$ cat src/hw/rtl/akf_pkg.sv
// Shared constants, types and helpers of the angle Kalman filter.
package akf_pkg;

  localparam int WORD_WIDTH = 32;
  localparam int EFF_W = (WORD_WIDTH > 32) ? 32 : WORD_WIDTH;

  localparam logic [1:0] CFG_ANGLE_Q = 2'd0;
  localparam logic [1:0] CFG_BIAS_Q = 2'd1;
  localparam logic [1:0] CFG_MEAS_R = 2'd2;

  localparam logic [30:0] ANGLE_Q_RST = 31'd1073742;
  localparam logic [30:0] BIAS_Q_RST = 31'd3221225;
  localparam logic [30:0] MEAS_R_RST = 31'd32212255;

  // Datapath operations, one per step of the sequence.
  localparam logic [3:0] OP_RATE = 4'd0;
  localparam logic [3:0] OP_ANGLE = 4'd1;
  localparam logic [3:0] OP_DTP11 = 4'd2;
  localparam logic [3:0] OP_INNER = 4'd3;
  localparam logic [3:0] OP_BIASQ = 4'd4;
  localparam logic [3:0] OP_DIV0 = 4'd5;
  localparam logic [3:0] OP_DIV1 = 4'd6;
  localparam logic [3:0] OP_CORA = 4'd7;
  localparam logic [3:0] OP_CORB = 4'd8;
  localparam logic [3:0] OP_CP00 = 4'd9;
  localparam logic [3:0] OP_CP01 = 4'd10;
  localparam logic [3:0] OP_CP10 = 4'd11;
  localparam logic [3:0] OP_CP11 = 4'd12;
  localparam logic [3:0] OP_COMMIT = 4'd13;

  typedef struct packed {
    logic load;
    logic mul_go;
    logic div_go;
    logic [3:0] op;
  } akf_cmd_t;

  typedef struct packed {
    logic mul_done;
    logic div_done;
    logic s_pos;
  } akf_sts_t;

  function automatic logic signed [31:0] sat32(input logic signed [65:0] x);
    if (x > 66'sd2147483647) begin
      sat32 = 32'sh7fffffff;
    end else if (x < -66'sd2147483648) begin
      sat32 = 32'sh80000000;
    end else begin
      sat32 = x[31:0];
    end
  endfunction

  function automatic logic signed [31:0] satw(input logic signed [65:0] x);
    logic signed [65:0] hi;
    logic signed [65:0] lo;
    hi = (66'sd1 <<< (EFF_W - 1)) - 66'sd1;
    lo = -hi - 66'sd1;
    if (x > hi) begin
      satw = hi[31:0];
    end else if (x < lo) begin
      satw = lo[31:0];
    end else begin
      satw = x[31:0];
    end
  endfunction

endpackage

$ cat src/hw/rtl/akf_ctrl.sv
// Controller: steps the datapath through one filter update per beat.
module akf_ctrl import akf_pkg::*; (
  input  logic     clk,
  input  logic     rst_n,
  input  logic     in_fire,
  input  logic     out_free,
  input  akf_sts_t sts,
  output akf_cmd_t cmd,
  output logic     busy,
  output logic     result
);

  localparam logic [1:0] ST_IDLE = 2'd0;
  localparam logic [1:0] ST_ISSUE = 2'd1;
  localparam logic [1:0] ST_WAIT = 2'd2;
  localparam logic [1:0] ST_DONE = 2'd3;

  logic [1:0] st_r, st_nxt;
  logic [3:0] op_r, op_nxt;
  logic is_div;
  logic skip;

  assign is_div = (op_r == OP_DIV0) || (op_r == OP_DIV1);
  assign skip = !sts.s_pos && (op_r >= OP_DIV0) && (op_r <= OP_CP11);

  always_comb begin
    st_nxt = st_r;
    op_nxt = op_r;
    cmd = '0;
    cmd.op = op_r;
    result = 1'b0;
    unique case (st_r)
      ST_IDLE: begin
        if (in_fire) begin
          cmd.op = OP_RATE;
          cmd.load = 1'b1;
          op_nxt = OP_ANGLE;
          st_nxt = ST_ISSUE;
        end
      end
      ST_ISSUE: begin
        if (op_r == OP_COMMIT) begin
          if (out_free) begin
            cmd.load = 1'b1;
            st_nxt = ST_DONE;
          end
        end else if (skip) begin
          if (op_r == OP_CORA) begin
            cmd.load = 1'b1;
          end
          op_nxt = op_r + 4'd1;
        end else begin
          cmd.mul_go = !is_div;
          cmd.div_go = is_div;
          st_nxt = ST_WAIT;
        end
      end
      ST_WAIT: begin
        if (is_div ? sts.div_done : sts.mul_done) begin
          op_nxt = op_r + 4'd1;
          st_nxt = ST_ISSUE;
        end
      end
      ST_DONE: begin
        result = 1'b1;
        st_nxt = ST_IDLE;
      end
      default: st_nxt = ST_IDLE;
    endcase
  end

  always_ff @(posedge clk) begin
    if (!rst_n) begin
      st_r <= ST_IDLE;
      op_r <= OP_RATE;
    end else begin
      st_r <= st_nxt;
      op_r <= op_nxt;
    end
  end

  assign busy = (st_r != ST_IDLE);

  a_no_accept_busy: assert property (@(posedge clk) disable iff (!rst_n)
    busy |-> !in_fire) else $error("beat taken while busy");
  a_one_unit: assert property (@(posedge clk) disable iff (!rst_n)
    !(cmd.mul_go && cmd.div_go)) else $error("two units started");
  a_done_follows: assert property (@(posedge clk) disable iff (!rst_n)
    (st_r == ST_DONE) |=> (st_r == ST_IDLE)) else $error("done not closed");

endmodule

$ cat config.mk
export PLATFORM = sky130hd
export DESIGN_NAME = akf_ctrl
export DESIGN_NICKNAME = d
export VERILOG_FILES = /design/src/hw/rtl/akf_pkg.sv /design/src/hw/rtl/akf_ctrl.sv
export SDC_FILE = /design/constraint.sdc
export NUM_CORES = 1
export LEC_CHECK = 0
export BUFFER_PORTS_ARGS = -buffer_cell sky130_fd_sc_hd__buf_2
export CORE_AREA = 4 4 41 43
export CTS_BUF_LIST = sky130_fd_sc_hd__clkbuf_8 sky130_fd_sc_hd__clkbuf_16
export DETAILED_ROUTE_END_ITERATION = 6
export DIE_AREA = 0 0 45 47
export GPL_TIMING_DRIVEN = 1
export PLACE_DENSITY = 0.71
export REMOVE_ABC_BUFFERS = 1
export SYNTH_ARGS = -nofsm -noshare
export SYNTH_HDL_FRONTEND = slang
export SYNTH_SLANG_ARGS = --single-unit
export TNS_END_PERCENT = 30
$ cat constraint.sdc
create_clock -name clk -period 4.6 [get_ports clk]
set_input_delay 0.92 -clock clk [delete_from_list [all_inputs] [get_ports clk]]
set_output_delay 0.92 -clock clk [all_outputs]
set_load 0.03 [all_outputs]
# Yosys cells after proc, flatten, opt, wreduce, memory -nomap -nowiden
# Index checks and enable logic that the tools add are counted.
[classes]
eq_ne = 13
reduce_logical = 10
muxes = 24
n_addsub = 1
magnitude_cmp = 2
[ops]
columns = ["op", "n"]
rows = [
  ["$mux 4", 6],
  ["$mux 2", 8],
  ["$eq 4x3->1 const B", 3],
  ["$pmux 4 s3", 1],
  ["$ne 2x2->1 const B", 4],
  ["$pmux 2 s4", 1],
  ["$mux 1", 7],
  ["$ne 3x3->1 const B", 2],
  ["$reduce_and 5->1", 1],
  ["$add 4x1->4 const B", 1],
  ["$eq 2x2->1 const B", 2],
  ["$eq 4x4->1 const B", 1],
  ["$ge 4x3->1 const B", 1],
  ["$le 4x4->1 const B", 1],
  ["$reduce_and 4->1", 1],
  ["$reduce_bool 3->1", 1],
  ["$eq 2x1->1 const B", 1],
  ["$logic_and 1x1->1", 2],
  ["$logic_not 1->1", 2],
  ["$logic_not 2->1", 1],
  ["$pmux 1 s2", 1],
  ["$reduce_bool 2->1", 1],
  ["$logic_or 1x1->1", 1],
]
[totals]
output_inout_bits = 9
input_bits = 7
word_cells = 52
regBits = 6

# Logic depth before layout (Yosys ltp)
[logic_depth]
word_depth = 6
ltp_mapped = 7
ltp_nobuf = 7

# Worst setup path before layout
# OpenSTA, ideal clock, no wires.
[synth_path]
path_kind = "register -> output"
start = "register op_r[1]"
end = "output port cmd[4] (netlist bit)"
path_stages_with_launch = 8
required_time_ns = 3.680
n_path_buf = 0
arrival_ns = 1.772
slack_ns = 1.908
path_cell_list = "dfxtp_1 -> inv_1 -> ha_1 -> nor2b_1 -> nor2_1 -> a21oi_1 -> o21ai_0 -> nor3_1"
[synth_rtl]
columns = ["item", "line", "rtl"]
rows = [
  ["start, declared", "akf_ctrl.sv:19", "logic [3:0] op_r, op_nxt;"],
  ["start signal, assigned", "akf_ctrl.sv:78", "op_r <= op_nxt;"],
  ["end, declared", "akf_ctrl.sv:8", "output akf_cmd_t cmd,"],
]

==> flow_metrics.tcl <==
set metrics [dict create \
    status "finished, final reports clean" \
    antenna_found_initial 0 \
    hpwlAfterDp_um 1050 \
    synth-main-ff-cell "dfxtp_1" \
    netlist_top_cells_count "ha_1 (9), inv_1 (8), nand2_1 (7), dfxtp_1 (6), a21oi_1 (5)" \
    grt_start_max_net_pins 11 \
    synth_cell_type_count 34 \
    startpoint_type "flip-flop" \
    port_buffers 15 \
    synthTopCellsByArea "dfxtp_1 (20%), ha_1 (18%), inv_1 (4.9%), nand2_1 (4.3%), a21oi_1 (4.1%)" \
    place_area_sq_um 694 \
    seq_area_frac_synth_pct 19.6 \
    seq_area_sq_um 120 \
    power.total_mw 0.351 \
    async_reset_ff_share_pct 0 \
    yosys_warnings 0 \
    hold_viol 0 \
    ys_seq_elements 6 \
    dr.pass1.iters 3 \
    clk-insertion-delay-late_ns 0.22 \
    syn_area_per_cell_sq_um 8.16 \
    postCtsResizedCells 0 \
    cts_max_level 1 \
    instances_no_fill 106 \
    ant_nets 0 \
    antenna_cells 0 \
    drt-initial-drc-count 7 \
    drc_errors 0 \
    syn_inst 75 \
    cts_made_buffers 3 \
    crit_arrival_ns 1.83 \
    multi_input_area_sq_um 450 \
    setup-violations-final 0 \
    rows 13 \
    start_util_pct 47.0 \
    area_growth_pct 20.2 \
    grt_pass1_vias 548 \
    synth.cell_area_sq_um 612 \
    finalClockSkew_ns 0.000559 \
    die_h_um 47 \
    worst_pin_slew_ns 0.585 \
    p_per_area_nw_per_um2 477 \
    max_freq_ghz 0.363 \
    nets 109 \
    holdBufCountCts 0 \
    cts.sinks 6 \
    via_per_inst 5.50 \
    die_area_sq_um 2120 \
    core_area_sq_um 1300 \
    dp.cells 103 \
    tritoncts "built" \
    irDropWorstVdd_v 0.000268 \
    clk_path_buf_depth 2 \
    synth_top_area_cell "dfxtp_1" \
    tns_ns 0 \
    slew_headroom_pct 60.5 \
    fillCellCount 124 \
    timing_worst_setup_path_type "flip-flop to output pin" \
    yosysMostFrequentCell "ha_1" \
    crit_path_end_kind "output pin" \
    post_cts_buffers 0 \
    fin_crit_sh_pct 59.9 \
    grt.overflow.total 0 \
    required_ns 3.68 \
    synth_edf_count 0 \
    synth_top_area_share_pct 19.6 \
    num_vias 583 \
    drv_cap 0 \
    design_area_sq_um 736 \
    grt_usage_pct 14.2 \
    wl_um 1280 \
    grt_pass1_wl_um 2260 \
    p_leak_nw 0.355 \
    root_buffer "clkbuf_8" \
    grt_setup_unrepaired "false" \
    fp.dieW_um 45 \
    hold_path_class "flip-flop to flip-flop" \
    post_drt_wl_per_cell_um 12.1 \
    cp_max_fo 5 \
    drive_gt1_share_pct 23.1 \
    cts.clk_slew.worst_paths_ns 0.03 \
    gp_congestion 0.894 \
    ios 16 \
    drv_slew 0 \
    fin_crit_ns 2.75 \
]
critical path, cell delays in order, from the launching register on:
cell	delay, ns
dfxtp_1	0.39
inv_1	0.12
ha_1	0.20
nor2b_1	0.13
nor3_1	0.28
a2bb2o_1	0.19
nand2_1	0.05
nand2_1	0.06
buf_2	0.19
kinds of logic (layout without fill, tap and decap cells):
| family | Yosys count | after routing | synth area share, % |
|---|---|---|---|
| buffers and inverters | 10 | 26 | 6.75 |
| AO/OA/AOI/OAI | 20 | 20 | 24.7 |
| flip-flops | 6 | 6 | 19.6 |
| AND/OR/NAND/NOR | 28 | 28 | 27.2 |
| adder cells (fa/ha/maj) | 9 | 9 | 18.4 |
| multiplexers | 2 | 2 | 3.27 |
state kept, by name, summed over array words and instances, names as in the netlist:
register and flops:
st_r 2, op_r 4
where the power goes:
| part | internal, mW | switching [mW] | total (mW) |
|---|---|---|---|
| logic | 0.0753 | 0.123 | 0.198 |
| clock network | 0.0560 | 0.0207 | 0.0767 |
| registers | 0.0637 | 0.0119 | 0.0756 |
| total | 0.195 | 0.156 | 0.351 |
layout make-up:
| class | count | share of cell area (%) |
|---|---|---|
| Timing Repair Buffer | 15 | 10.2 |
| Inverter | 8 | 4.08 |
| Clock buffer | 3 | 5.61 |
| Sequential cell | 6 | 16.3 |
| Tap cell | 15 | 2.55 |
| Multi-Input combinational cell | 59 | 61.2 |
cell usage in the layout, fill, tap and decap left out, drive strengths merged, types with 2 or more instances in the layout:
cell type,Yosys,layout
ha,9,9
inv,8,8
nor2b,2,2
o21ai,3,3
mux2i,2,2
clkbuf,0,3
a21oi,5,5
nor3b,3,3
nand2b,3,3
dfxtp,6,6
buf,2,15
nor3,2,2
nor2,3,3
nand3,3,3
nand2,7,7
stage by stage:
stage          worst slack (ns)  utilization, %  hold WS (ns)
2_1_floorplan              1.91               -         0.483
3_3_place_gp               1.91            53.4         0.516
3_5_place_dp               1.90            53.4         0.525
4_1_cts                    1.83            56.5         0.529
5_1_grt                    1.63            56.5         0.559
6_report                   1.85            56.5         0.525
routing by layer:
metal | wire [um] | part of all wire [%] | track usage (%)
met2 | 554 | 43 | 22.0
met3 | 76 | 5.9 | 1.15
met5 | 0 | 0 | 0
met4 | 17 | 1.3 | 8.77
met1 | 634 | 49 | 19.1
worst paths after layout:
kind	startpoint	endpoint	slack, ns	depth (start not counted)
max reg2reg	op_r[1]	op_r[2]	2.33	7
min reg2reg	op_r[0]	op_r[0]	0.53	2
min	op_r[0]	op_r[0]	0.53	2
max	op_r[0]	cmd[6]	1.85	8
(Power assumes the default switching activity.)
